==> src/design/spectral_peak_picker_top_n_core_macros.svh <==
// Assertion macros for the spectral peak picker
`ifndef SPECTRAL_PEAK_PICKER_TOP_N_CORE_MACROS_SVH
`define SPECTRAL_PEAK_PICKER_TOP_N_CORE_MACROS_SVH
`ifndef ASSERT_OFF
`define SPP_ASSERT_IMP(label, clk, rst_n, ante, cons, msg) \
    label: assert property (@(posedge clk) disable iff (!rst_n) (ante) |-> (cons)) \
        else $error(msg);
`define SPP_ASSERT_NXT(label, clk, rst_n, ante, cons, msg) \
    label: assert property (@(posedge clk) disable iff (!rst_n) (ante) |=> (cons)) \
        else $error(msg);
`else
`define SPP_ASSERT_IMP(label, clk, rst_n, ante, cons, msg)
`define SPP_ASSERT_NXT(label, clk, rst_n, ante, cons, msg)
`endif
`endif

==> src/design/spp_pkg.sv <==
// Shared types and constants for the spectral peak picker
`timescale 1ns / 1ps
package spp_pkg;
    localparam int MaxBins   = 4096;
    localparam int MaxPeaks  = 32;
    localparam int BinW      = 12;
    localparam int IdxW      = 5;
    localparam int CntW      = 6;
    localparam logic [16:0] ValSat = 17'd131071;

    localparam logic CFG_WANTED = 1'b0;
    localparam logic CFG_THRESH = 1'b1;

    // commands from the controller to the datapath
    typedef struct packed {
        logic take_bin;     // latch bin and update frame tracking
        logic div_start;    // start the interpolation divides
        logic ins_start;    // begin insertion of the pending peak
        logic out_load;     // load the output count from the peak list count
        logic out_next;     // advance output pointer
        logic frame_clear;  // end of frame
    } t_cmd;

    // status from the datapath to the controller
    typedef struct packed {
        logic have_peak;    // a plain peak is pending
        logic have_refine;  // a parabolic peak is pending
        logic have_edge;    // a final-bin rising peak also pending
        logic div_done;
        logic ins_done;
        logic is_last;
        logic out_last;
        logic out_empty;
    } t_sts;
endpackage

==> src/design/spp_divider.sv <==
// Radix-2 restoring divider, one quotient bit per cycle
`timescale 1ns / 1ps
module spp_divider (
    input  logic        i_clk,
    input  logic        i_rst_n,
    input  logic        i_start,
    input  logic [37:0] i_num,
    input  logic [20:0] i_den,
    output logic        o_done,
    output logic [37:0] o_quo
);
    logic [37:0] r_quo;
    logic [20:0] r_rem;
    logic [20:0] r_den;
    logic [5:0]  r_cnt;
    logic        r_busy;
    logic        r_done;
    logic [21:0] w_trial;

    assign w_trial = {r_rem, r_quo[37]} - {1'b0, r_den};

    always_ff @(posedge i_clk) begin
        if (!i_rst_n) begin
            r_busy <= 1'b0;
            r_done <= 1'b0;
            r_cnt  <= '0;
        end else begin
            r_done <= 1'b0;
            if (i_start) begin
                r_busy <= 1'b1;
                r_cnt  <= 6'd38;
            end else if (r_busy) begin
                r_cnt <= r_cnt - 6'd1;
                if (r_cnt == 6'd1) begin
                    r_busy <= 1'b0;
                    r_done <= 1'b1;
                end
            end
        end
    end

    always_ff @(posedge i_clk) begin
        if (i_start) begin
            r_quo <= i_num;
            r_rem <= '0;
            r_den <= i_den;
        end else if (r_busy) begin
            if (!w_trial[21]) begin
                r_rem <= w_trial[20:0];
                r_quo <= {r_quo[36:0], 1'b1};
            end else begin
                r_rem <= {r_rem[19:0], r_quo[37]};
                r_quo <= {r_quo[36:0], 1'b0};
            end
        end
    end

    assign o_done = r_done;
    assign o_quo  = r_quo;
endmodule

==> src/design/spp_datapath.sv <==
// Datapath: frame tracking, interpolation and sorted peak list
`timescale 1ns / 1ps
`include "spectral_peak_picker_top_n_core_macros.svh"
module spp_datapath (
    input  logic               i_clk,
    input  logic               i_rst_n,
    input  spp_pkg::t_cmd      i_cmd,
    output spp_pkg::t_sts      o_sts,
    input  logic [15:0]        i_magnitude,
    input  logic               i_last_bin,
    input  logic [5:0]         i_wanted,
    input  logic [15:0]        i_thresh,
    output logic [15:0]        o_peak_position,
    output logic [16:0]        o_peak_value,
    output logic               o_peak_present
);
    logic [spp_pkg::BinW-1:0] r_bin_cnt;
    logic [15:0] r_prev0, r_prev1;
    logic [spp_pkg::BinW-1:0] r_plat;
    logic r_rising;
    logic [spp_pkg::CntW-1:0] r_count;
    logic [16:0] r_val [spp_pkg::MaxPeaks];
    logic [15:0] r_pos [spp_pkg::MaxPeaks];

    // pending peak
    logic r_have_peak, r_have_ref, r_have_edge, r_last;
    logic [15:0] r_pk_pos, r_edge_pos;
    logic [16:0] r_pk_val;
    logic [15:0] r_edge_val;
    // interpolation operands
    logic [16:0] r_a;
    logic [17:0] r_d;
    logic        r_neg;
    logic [15:0] r_mid;
    logic [15:0] r_jpos;
    logic        r_pass;     // 0: position divide, 1: value divide
    logic [37:0] r_frac;

    // insertion
    logic        r_ins_busy, r_ins_done;
    logic [spp_pkg::CntW-1:0] r_k, r_idx;
    logic [1:0]  r_ins_ph;
    logic [16:0] r_ins_val;
    logic [15:0] r_ins_pos;
    logic [spp_pkg::CntW-1:0] r_out_ptr, r_out_cnt;

    logic [spp_pkg::CntW-1:0] w_cap;
    logic        w_last;
    logic [16:0] w_p;
    logic        div_start, div_done;
    logic [37:0] div_num, div_quo;
    logic [20:0] div_den;
    logic [33:0] w_asq;
    logic [18:0] w_posi;
    logic [17:0] w_vsum;

    assign w_cap = (i_wanted == '0) ? 6'd1 :
                   (i_wanted > 6'(spp_pkg::MaxPeaks)) ? 6'(spp_pkg::MaxPeaks) : i_wanted;
    assign w_last = i_last_bin || (r_bin_cnt == 12'(spp_pkg::MaxBins - 1));
    assign w_p = {1'b0, r_prev0};

    // frame tracking and peak detection
    always_ff @(posedge i_clk) begin
        if (!i_rst_n || i_cmd.frame_clear) begin
            r_bin_cnt <= '0; r_prev0 <= '0; r_prev1 <= '0;
            r_plat <= '0; r_rising <= 1'b0;
            r_have_peak <= 1'b0; r_have_ref <= 1'b0; r_have_edge <= 1'b0;
            r_last <= 1'b0;
        end else if (i_cmd.take_bin) begin
            r_have_peak <= 1'b0; r_have_ref <= 1'b0; r_have_edge <= 1'b0;
            r_last <= w_last;
            if (r_bin_cnt != '0) begin
                if (r_bin_cnt == 12'd1 && r_prev0 > i_magnitude && r_prev0 > i_thresh) begin
                    r_have_peak <= 1'b1;
                    r_pk_pos <= '0;
                    r_pk_val <= w_p;
                end
                if (r_bin_cnt >= 12'd2 && i_magnitude < r_prev0 && r_rising
                        && r_prev0 > i_thresh) begin
                    if (r_plat == r_bin_cnt - 12'd1) begin
                        r_have_ref <= 1'b1;
                        r_neg  <= r_prev1 > i_magnitude;
                        r_a    <= (r_prev1 > i_magnitude) ? 17'(r_prev1 - i_magnitude)
                                                          : 17'(i_magnitude - r_prev1);
                        r_d    <= 18'({r_prev0, 1'b0}) - 18'(r_prev1) - 18'(i_magnitude);
                        r_mid  <= r_prev0;
                        r_jpos <= {r_plat, 4'd0};
                    end else if (!w_last) begin
                        r_have_peak <= 1'b1;
                        r_pk_pos <= 16'({1'b0, r_plat} + {1'b0, r_bin_cnt - 12'd1}) << 3;
                        r_pk_val <= w_p;
                    end
                end
                if (i_magnitude < r_prev0) r_rising <= 1'b0;
                else if (i_magnitude > r_prev0) begin
                    r_rising <= 1'b1;
                    r_plat <= r_bin_cnt;
                end
                if (w_last && i_magnitude > r_prev0 && i_magnitude > i_thresh) begin
                    r_have_edge <= 1'b1;
                    r_edge_pos <= {r_bin_cnt, 4'd0};
                    r_edge_val <= i_magnitude;
                end
            end
            r_prev1 <= r_prev0;
            r_prev0 <= i_magnitude;
            r_bin_cnt <= r_bin_cnt + 12'd1;
        end else if (div_done && r_pass) begin
            // refined peak ready: hand it on as a plain pending peak
            r_have_ref  <= 1'b0;
            r_have_peak <= 1'b1;
            r_pk_pos <= w_posi[18] ? 16'd0 : w_posi[15:0];
            r_pk_val <= (div_quo[37:17] != '0 || w_vsum[17]) ? spp_pkg::ValSat
                                                              : w_vsum[16:0];
        end else if (i_cmd.ins_start) begin
            // consume pending peaks in order: plain/refined, then edge
            if (r_have_peak || r_have_ref) begin
                r_have_peak <= 1'b0; r_have_ref <= 1'b0;
            end else r_have_edge <= 1'b0;
        end
    end

    // interpolation: position divide then value divide
    assign w_asq = r_a * r_a;
    assign div_start = i_cmd.div_start || (div_done && !r_pass);
    assign div_num = !r_pass && !div_done ? 38'({r_a, 4'd0}) + 38'(r_d)
                   : 38'(w_asq) + 38'({r_d, 2'b0});
    assign div_den = !r_pass && !div_done ? 21'({r_d, 1'b0}) : 21'({r_d, 3'b0});
    spp_divider u_div (.i_clk, .i_rst_n, .i_start(div_start), .i_num(div_num),
                       .i_den(div_den), .o_done(div_done), .o_quo(div_quo));

    assign w_posi = r_neg ? 19'(r_jpos) - 19'(r_frac[15:0]) : 19'(r_jpos) + 19'(r_frac[15:0]);
    assign w_vsum = 18'(div_quo[16:0]) + 18'(r_mid);

    always_ff @(posedge i_clk) begin
        if (!i_rst_n) r_pass <= 1'b0;
        else if (i_cmd.div_start) r_pass <= 1'b0;
        else if (div_done) begin
            if (!r_pass) begin
                r_pass <= 1'b1;
                r_frac <= div_quo;
            end else begin
                r_pass <= 1'b0;
            end
        end
    end

    // sorted insertion: find index, then shift down one entry per cycle
    always_ff @(posedge i_clk) begin
        if (!i_rst_n || i_cmd.frame_clear) begin
            r_count <= '0; r_ins_busy <= 1'b0; r_ins_done <= 1'b0;
            r_ins_ph <= 2'd0; r_k <= '0; r_idx <= '0;
        end else begin
            r_ins_done <= 1'b0;
            if (i_cmd.ins_start) begin
                r_ins_busy <= 1'b1;
                r_ins_ph <= 2'd0;
                r_idx <= '0;
                r_ins_val <= (r_have_peak || r_have_ref) ? r_pk_val : {1'b0, r_edge_val};
                r_ins_pos <= (r_have_peak || r_have_ref) ? r_pk_pos : r_edge_pos;
                if (r_count > w_cap) r_count <= w_cap;
            end else if (r_ins_busy) begin
                if (r_ins_ph == 2'd0) begin
                    if (r_idx < r_count && r_val[r_idx[spp_pkg::IdxW-1:0]] >= r_ins_val)
                        r_idx <= r_idx + 6'd1;
                    else if (r_idx >= w_cap) begin
                        r_ins_busy <= 1'b0; r_ins_done <= 1'b1;
                    end else begin
                        r_ins_ph <= 2'd1;
                        r_k <= (r_count < w_cap) ? r_count : w_cap - 6'd1;
                    end
                end else if (r_k > r_idx) begin
                    r_val[r_k[spp_pkg::IdxW-1:0]] <= r_val[r_k[spp_pkg::IdxW-1:0] - 5'd1];
                    r_pos[r_k[spp_pkg::IdxW-1:0]] <= r_pos[r_k[spp_pkg::IdxW-1:0] - 5'd1];
                    r_k <= r_k - 6'd1;
                end else begin
                    r_val[r_idx[spp_pkg::IdxW-1:0]] <= r_ins_val;
                    r_pos[r_idx[spp_pkg::IdxW-1:0]] <= r_ins_pos;
                    if (r_count < w_cap) r_count <= r_count + 6'd1;
                    r_ins_busy <= 1'b0; r_ins_done <= 1'b1;
                end
            end
        end
    end

    // output pointer
    always_ff @(posedge i_clk) begin
        if (!i_rst_n) begin
            r_out_ptr <= '0; r_out_cnt <= '0;
        end else if (i_cmd.out_load && r_out_ptr == '0 && r_out_cnt == '0) begin
            r_out_cnt <= (r_count < w_cap) ? r_count : w_cap;
        end else if (i_cmd.out_next) begin
            if (r_out_ptr + 6'd1 >= r_out_cnt) begin
                r_out_ptr <= '0; r_out_cnt <= '0;
            end else r_out_ptr <= r_out_ptr + 6'd1;
        end
    end

    assign o_peak_position = (r_out_cnt == '0) ? 16'd0 : r_pos[r_out_ptr[spp_pkg::IdxW-1:0]];
    assign o_peak_value    = (r_out_cnt == '0) ? 17'd0 : r_val[r_out_ptr[spp_pkg::IdxW-1:0]];
    assign o_peak_present  = (r_out_cnt != '0);

    assign o_sts.have_peak   = r_have_peak;
    assign o_sts.have_refine = r_have_ref;
    assign o_sts.have_edge   = r_have_edge;
    assign o_sts.div_done    = div_done && r_pass;
    assign o_sts.ins_done    = r_ins_done;
    assign o_sts.is_last     = r_last;
    assign o_sts.out_last    = (r_out_cnt == '0) || (r_out_ptr + 6'd1 >= r_out_cnt);
    assign o_sts.out_empty   = (r_out_cnt == '0);

    `SPP_ASSERT_IMP(a_count_cap, i_clk, i_rst_n, !r_ins_busy && !i_cmd.ins_start,
        r_count <= 6'(spp_pkg::MaxPeaks), "peak count beyond list depth")
    `SPP_ASSERT_NXT(a_ins_ends, i_clk, i_rst_n, r_ins_done, !r_ins_busy,
        "insertion still busy after done")
    `SPP_ASSERT_IMP(a_ptr_range, i_clk, i_rst_n, r_out_cnt != '0, r_out_ptr < r_out_cnt,
        "output pointer beyond count")
endmodule

==> src/design/spp_ctrl.sv <==
// Controller state machine sequencing bin, divide, insertion and emission
`timescale 1ns / 1ps
`include "spectral_peak_picker_top_n_core_macros.svh"
module spp_ctrl (
    input  logic          i_clk,
    input  logic          i_rst_n,
    input  logic          i_in_valid,
    output logic          o_in_ready,
    output logic          o_out_valid,
    input  logic          i_out_ready,
    output spp_pkg::t_cmd o_cmd,
    input  spp_pkg::t_sts i_sts
);
    typedef enum logic [5:0] {
        S_IDLE = 6'b000001,
        S_EVAL = 6'b000010,
        S_DIV  = 6'b000100,
        S_INS  = 6'b001000,
        S_LOAD = 6'b010000,
        S_OUT  = 6'b100000
    } t_state;

    t_state r_state, n_state;

    always_ff @(posedge i_clk) begin
        if (!i_rst_n) r_state <= S_IDLE;
        else r_state <= n_state;
    end

    always_comb begin
        n_state = r_state;
        o_cmd = '0;
        o_in_ready = 1'b0;
        o_out_valid = 1'b0;
        case (r_state)
            S_IDLE: begin
                o_in_ready = 1'b1;
                if (i_in_valid) begin
                    o_cmd.take_bin = 1'b1;
                    n_state = S_EVAL;
                end
            end
            S_EVAL: begin
                if (i_sts.have_refine) begin
                    o_cmd.div_start = 1'b1;
                    n_state = S_DIV;
                end else if (i_sts.have_peak || i_sts.have_edge) begin
                    o_cmd.ins_start = 1'b1;
                    n_state = S_INS;
                end else if (i_sts.is_last) begin
                    n_state = S_LOAD;
                end else n_state = S_IDLE;
            end
            S_DIV: if (i_sts.div_done) n_state = S_EVAL;
                   else if (!i_sts.have_refine) n_state = S_EVAL;
            S_INS: if (i_sts.ins_done) n_state = S_EVAL;
            S_LOAD: begin
                o_cmd.out_load = 1'b1;
                n_state = S_OUT;
            end
            S_OUT: begin
                o_out_valid = 1'b1;
                if (i_out_ready) begin
                    if (i_sts.out_last) begin
                        o_cmd.frame_clear = 1'b1;
                        n_state = S_IDLE;
                    end
                    if (!i_sts.out_empty) o_cmd.out_next = 1'b1;
                end
            end
            default: n_state = S_IDLE;
        endcase
    end

    `SPP_ASSERT_IMP(a_no_overlap, i_clk, i_rst_n, o_in_ready, !o_out_valid,
        "input and output open together")
    `SPP_ASSERT_NXT(a_take_eval, i_clk, i_rst_n, o_cmd.take_bin, r_state == S_EVAL,
        "bin not evaluated after take")
    `SPP_ASSERT_NXT(a_clear_idle, i_clk, i_rst_n, o_cmd.frame_clear, r_state == S_IDLE,
        "frame clear did not return to idle")
endmodule

==> src/design/spectral_peak_picker_top_n_core.sv <==
// Top level: Configuration registers plus controller and datapath
// Sequence: a bin without a peak passes through the idle and evaluate states; a peak adds a sorted
// insert bounded by cap, cap being wanted held to 1..32; a refined peak adds two divides.
// Results: out valid after the final bin's work, then one beat per peak or one empty beat.
// Throughput: one bin at a time; the divider and list shift set the per-peak cost.
// Reset: i_rst_n synchronous active low clears frame state, wanted 8, threshold 0.
`timescale 1ns / 1ps
module spectral_peak_picker_top_n_core (
    input  logic        i_clk,
    input  logic        i_rst_n,
    input  logic        i_in_valid,
    output logic        o_in_ready,
    input  logic [15:0] i_magnitude,
    input  logic        i_last_bin,
    output logic        o_out_valid,
    input  logic        i_out_ready,
    output logic [15:0] o_peak_position,
    output logic [16:0] o_peak_value,
    output logic        o_peak_present,
    output logic        o_last_peak,
    input  logic        i_cfg_valid,
    output logic        o_cfg_ready,
    input  logic        i_cfg_index,
    input  logic [15:0] i_cfg_data
);
    logic [5:0]  r_wanted;
    logic [15:0] r_thresh;
    spp_pkg::t_cmd w_cmd;
    spp_pkg::t_sts w_sts;

    assign o_cfg_ready = 1'b1;

    // configuration registers
    always_ff @(posedge i_clk) begin
        if (!i_rst_n) begin
            r_wanted <= 6'd8;
            r_thresh <= '0;
        end else if (i_cfg_valid) begin
            case (i_cfg_index)
                spp_pkg::CFG_WANTED: r_wanted <= i_cfg_data[5:0];
                spp_pkg::CFG_THRESH: r_thresh <= i_cfg_data;
                default: ;
            endcase
        end
    end

    spp_ctrl u_ctrl (.i_clk, .i_rst_n, .i_in_valid, .o_in_ready, .o_out_valid,
                     .i_out_ready, .o_cmd(w_cmd), .i_sts(w_sts));

    spp_datapath u_dp (.i_clk, .i_rst_n, .i_cmd(w_cmd), .o_sts(w_sts),
                       .i_magnitude, .i_last_bin, .i_wanted(r_wanted),
                       .i_thresh(r_thresh), .o_peak_position, .o_peak_value,
                       .o_peak_present);

    assign o_last_peak = w_sts.out_last;
endmodule

==> config.mk <==
export PLATFORM = sky130hd
export DESIGN_NAME = spectral_peak_picker_top_n_core
export DESIGN_NICKNAME = d
export VERILOG_FILES = /design/src/design/spp_pkg.sv /design/src/design/spp_divider.sv /design/src/design/spp_datapath.sv /design/src/design/spp_ctrl.sv /design/src/design/spectral_peak_picker_top_n_core.sv
export VERILOG_INCLUDE_DIRS = /design/src /design/src/design
export SDC_FILE = /design/constraint.sdc
export NUM_CORES = 2
export LEC_CHECK = 0
export BUFFER_PORTS_ARGS = -buffer_cell sky130_fd_sc_hd__buf_2
export CORE_MARGIN = 5
export CORE_UTILIZATION = 50
export CTS_CLUSTER_DIAMETER = 120
export DETAILED_ROUTE_END_ITERATION = 8
export PLACE_DENSITY = 0.65
export SLEW_MARGIN = 25
export SYNTH_ARGS = -nofsm -noshare
export SYNTH_HDL_FRONTEND = slang
export SYNTH_SLANG_ARGS = --single-unit
==> constraint.sdc <==
create_clock -name i_clk -period 16 [get_ports i_clk]
set_input_delay 3.2 -clock i_clk [delete_from_list [all_inputs] [get_ports i_clk]]
set_output_delay 3.2 -clock i_clk [all_outputs]
set_load 0.01 [all_outputs]
# Word-level counts from Yosys, hierarchy flattened
# Memory sizes are Yosys's and may differ from the RTL's. A register that Yosys moved wholly into a read port is not among the register bits.
# Index checks and enable logic that the tools add are counted.
# Widths: inputs -> output; s select.
# op_classes
addsub,20
multipliers,1
order_cmp,15
n_eq_ne,23
muxes,130
bitwise_logic,12
reduce_logical,66
# op_table
op,n
$mux 16,12
$mux 17,11
$mux 6,27
$mux 38,3
$gt 16x16->1,5
$mux 1,60
$sub 16x16->17,3
$mux 5,10
$mux 19,2
$pmux 6 s6,1
$add 34x20->35,1
$mul 17x17->34,1
$add 21x18->22,1
$sub 22x21->22,1
$mux 21,1
$reduce_bool 21->1,1
$reduce_and 5->1,4
$add 17x16->18,1
$add 6x1->6 const B,3
$logic_not 6->1,3
$reduce_bool 2->1,9
$sub 17x16->18,1
$sub 18x16->18,1
$sub 6x1->6 const B,3
other kinds (40),102
# word_totals
reg_bits,385
mem_bits_rw,1056
inputBits,39
out_inout_bits,38
word_cells,313
memories,2
# mem_list
memory,words,word_bits,rd,rd_ports_with_merged_regs,write_ports,line,rtl
u_dp.r_val,32,17,3,2,1,spp_datapath.sv:22,logic [16:0] r_val [spp_pkg::MaxPeaks];
u_dp.r_pos,32,16,2,1,1,spp_datapath.sv:23,logic [15:0] r_pos [spp_pkg::MaxPeaks];

# Logic depth before layout (Yosys ltp)
# depth
depth_word,11
ltp_mapped,24
mapped_depth_nobuf,23

# Modules after synthesis
# From an unflattened synthesis, not the netlist that was laid out.
# hier_totals
cells_unflattened,5912
area_unflattened_um2,86858.3
# modules_own_cells
mod,instances,cells_per_inst,area_each_um2,seq_area_each_um2
spp_datapath,1,5325,80642.3,39037.4
spp_divider,1,431,4835.9,2352.3
spectral_peak_picker_top_n_core,1,96,905.9,440.4
spp_ctrl,1,60,474.2,120.1

# Worst setup path after synthesis
# No wires, ideal clock.
# synth_timing
path_kind,input to register
start,input port i_magnitude[9]
end,register u_dp.r_a[0] (enable)
setup_time_ns,0.564
arrival_ns,8.677
required_ns,15.436
path_slack_ns,6.759
cell_stages,7
path_buffers,0
cell_sequence,ha_1 > a211oi_1 > o21ai_0 > o211ai_1 > and4b_1 > o211ai_1 > nor3_1
# synth_via
elab_chain_cells,5
# synth_lines
item,line,rtl
"start, declared",spectral_peak_picker_top_n_core.sv:13,"input logic [15:0] i_magnitude,"
$lt 16x16->1,spp_datapath.sv:78,if (r_bin_cnt >= 12'd2 && i_magnitude < r_prev0 && r_rising
$logic_and 1x1->1 (2 in a row),spp_datapath.sv:78,
$logic_and 1x1->1,spp_datapath.sv:79,&& r_prev0 > i_thresh) begin
$reduce_and 5->1 (no line),-,
"end signal, assigned",spp_datapath.sv:83,r_a <= (r_prev1 > i_magnitude) ? 17'(r_prev1 - i_magnitude)
"end, declared",spp_datapath.sv:31,logic [16:0] r_a;
# No other way between the ends.
# A chain may end at the register's enable or synchronous reset.

==> flow_summary.ini <==
[status]
status = complete, no violations

[synth]
synth_edf_count = 1287
avgSynthCellArea_um2 = 14.6
syn_inst = 5946
synthTopCellsByArea = edfxtp_1 45%, mux4_2 22%, fa_1 5.4%
synthFlopType = edfxtp_1
synth_top_area_share = 0.446
synth_fp_nets = 6586
synth_top_cell_by_area = edfxtp_1
yosysUniqueCellTypes = 95
synth_seq_area_share = 0.484
ys_warn_count = 0
synthArstFlopShare = 0
ys_ff_latch = 1449
syn-cell-area_um2 = 86600

[floorplan]
die_area_um2 = 182000
dieWidth_um = 426
coreArea_um2 = 172000
row_count = 152
initial_core_util = 0.504
ios = 77
die_y_um = 426

[clock_network]
clk_pin_slew_ns = 0.06
cts_root_buffer = clkbuf_16
cts.hold.buffers_added = 0
cts-resized-gates = 0
clk_latency_ns = 0.82
clk_path_buf_depth = 3
post_cts_buffers = 0
numCtsBuffers = 158
cts_max_level = 4
cts_tree = done
cts_sinks = 1449

[global_route]
antenna_found_initial = 10
grt_max_degree = 144
grt_pass1_vias = 54600
gr-total-overflow = 0
grt_use_total = 0.265
grt_pass1_wl_mm = 358

[layout]
syn_to_final_growth_pct = 10.2
multiInputGateArea_um2 = 41900
nets = 6631
mostFrequentLayoutCells = 1287 x edfxtp_1, 830 x mux4_2, 515 x inv_1
layout_commonest_cell = edfxtp_1
regArea_um2 = 41900
fillers = 13700
final_core_util = 0.555
fin_cells = 8437
drive_gt1_frac = 0.232

[drt]
drt-pass1-iter-count = 6
first_iter_violations = 6857
vias_per_cell = 6.53
post_drt_wl_per_cell_um = 28.5
ant_nets = 0
routed-via-count = 55100
route.detailed.drc = 0
routed_wl_mm = 241

[timing]
relSlewSlack = 0.298
max_freq_ghz = 0.113
setup-violations-final = 0
setup_tns_ns = 0
min_period_over_period = 0.551
hold_viol_final = 0
drv_slew = 0
period_minus_slack_ns = 8.81
worst_pin_slew_ns = 1.05
fin_skew_ns = 0.0762
rsz0062_at_grt = no

[power_and_ir_drop]
worst_ir_drop_vdd_mv = 0.152
power.density_nw_per_um2 = 90.4
report.power.total_w = 0.00863
p_leak_nw = 32.8

[worst_setup_path]
worstPathMaxFanout = 40
cp.required_ns = 12.80
worstSetupPathType = reg2out
cp-start-kind = flip-flop
crit_path_end_kind = output pin
critPathArrivalTime_ns = 5.61

[place]
hpwlAfterDp_mm = 152
place.gp.congestion = 0.901
port_buffers = 75
dp.cells = 8140

[hold_path]
hold_path_class = reg2reg

[job]
maxCapViolations = 0
-- cell type report --
type                            instances  share of cell area
Inverter                              517              0.0203
Sequential cell                      1449               0.439
Clock inverter                         97              0.0112
Timing Repair Buffer                  214              0.0161
Multi-Input combinational cell       3651               0.439
Clock buffer                          194              0.0438
Antenna cell                            5            0.000131
Tap cell                             2310              0.0303
-- where the power goes --
group          switching (W)  total (W)  leakage [nW]  internal, W
logic               0.000458   0.000761          17.3     0.000303
clock network        0.00157    0.00367          2.54      0.00209
registers          0.0000638    0.00420          12.9      0.00413
-- cells by family (layout without fill, tap and decap cells) --
group	Yosys count	in the layout	share of synthesized area
muxes	1024	1024	0.239
adders and majority gates	601	601	0.107
buffers and inverters	846	1022	0.0373
and+or+nand+nor	1106	1106	0.0608
AOI/OAI and AO/OA	766	766	0.0569
xor gates and xnor gates	153	153	0.0155
DFF	1449	1449	0.484
other	1	6	0.0000433
-- layer usage --
metal  global-route usage  vias to the layer above  routed length (um)
li1                     -                    23100                   -
met1                0.381                    28500               97600
met2                0.410                     3038              112000
met3               0.0531                      482               22700
met4               0.0862                        4                8420
met5                    0                        -                  33
-- critical path, stage by stage (launching register included) --
cell and delay [ns]:
dfxtp_4 0.65, buf_4 0.67, buf_4 0.79, buf_4 0.78, mux4_2 0.61, mux4_2 0.47
mux2i_1 0.44, nor2_1 0.08, buf_2 0.17
-- Yosys cell counts, drive strengths merged, types with 49 or more instances --
cell type,n
a21o,52
a21oi,214
and2,78
buf,87
clkbuf,242
dfxtp,162
edfxtp,1287
fa,233
ha,368
inv,516
mux2,49
mux2i,145
mux4,830
nand2,377
nand3,63
nor2,288
nor2b,53
nor3,55
o21ai,185
xnor2,97
xor2,56
-- sequential cells by signal, summed over array words and instances, names as in the netlist, 17 cells and up, named ones only --
register and count:
u_dp.r_val 544, u_dp.r_pos 512, u_dp.u_div.o_quo 38, u_dp.u_div.r_rem 21
u_dp.u_div.r_den 20, u_dp.r_a 17, u_dp.r_d 17, u_dp.r_ins_val 17
u_dp.r_pk_val 17
-- path summary, 6_finish.rpt --
| kind | slack, ns | to | cells past startpoint | from |
|---|---|---|---|---|
| max | 7.19 | o_peak_value[16] | 8 | flip-flop |
| min | 0.46 | r_thresh[1] | 2 | r_thresh[1] |
| max reg2reg | 8.17 | u_dp.u_div.o_quo[28] | 20 | u_dp.r_a[8] |
| min reg2reg | 0.46 | r_thresh[1] | 2 | r_thresh[1] |
-- through the flow --
stage	worst slack, ns	area (um2)	hold WS [ns]
final	7.19	95400	0.462
after floorplan	6.76	86600	0.406
after global routing	6.67	95400	0.478
after detailed placement	7.86	90100	0.458
after global placement	7.91	90100	0.454
after CTS	7.00	95400	0.466
Power figures use the tool's default switching activity.
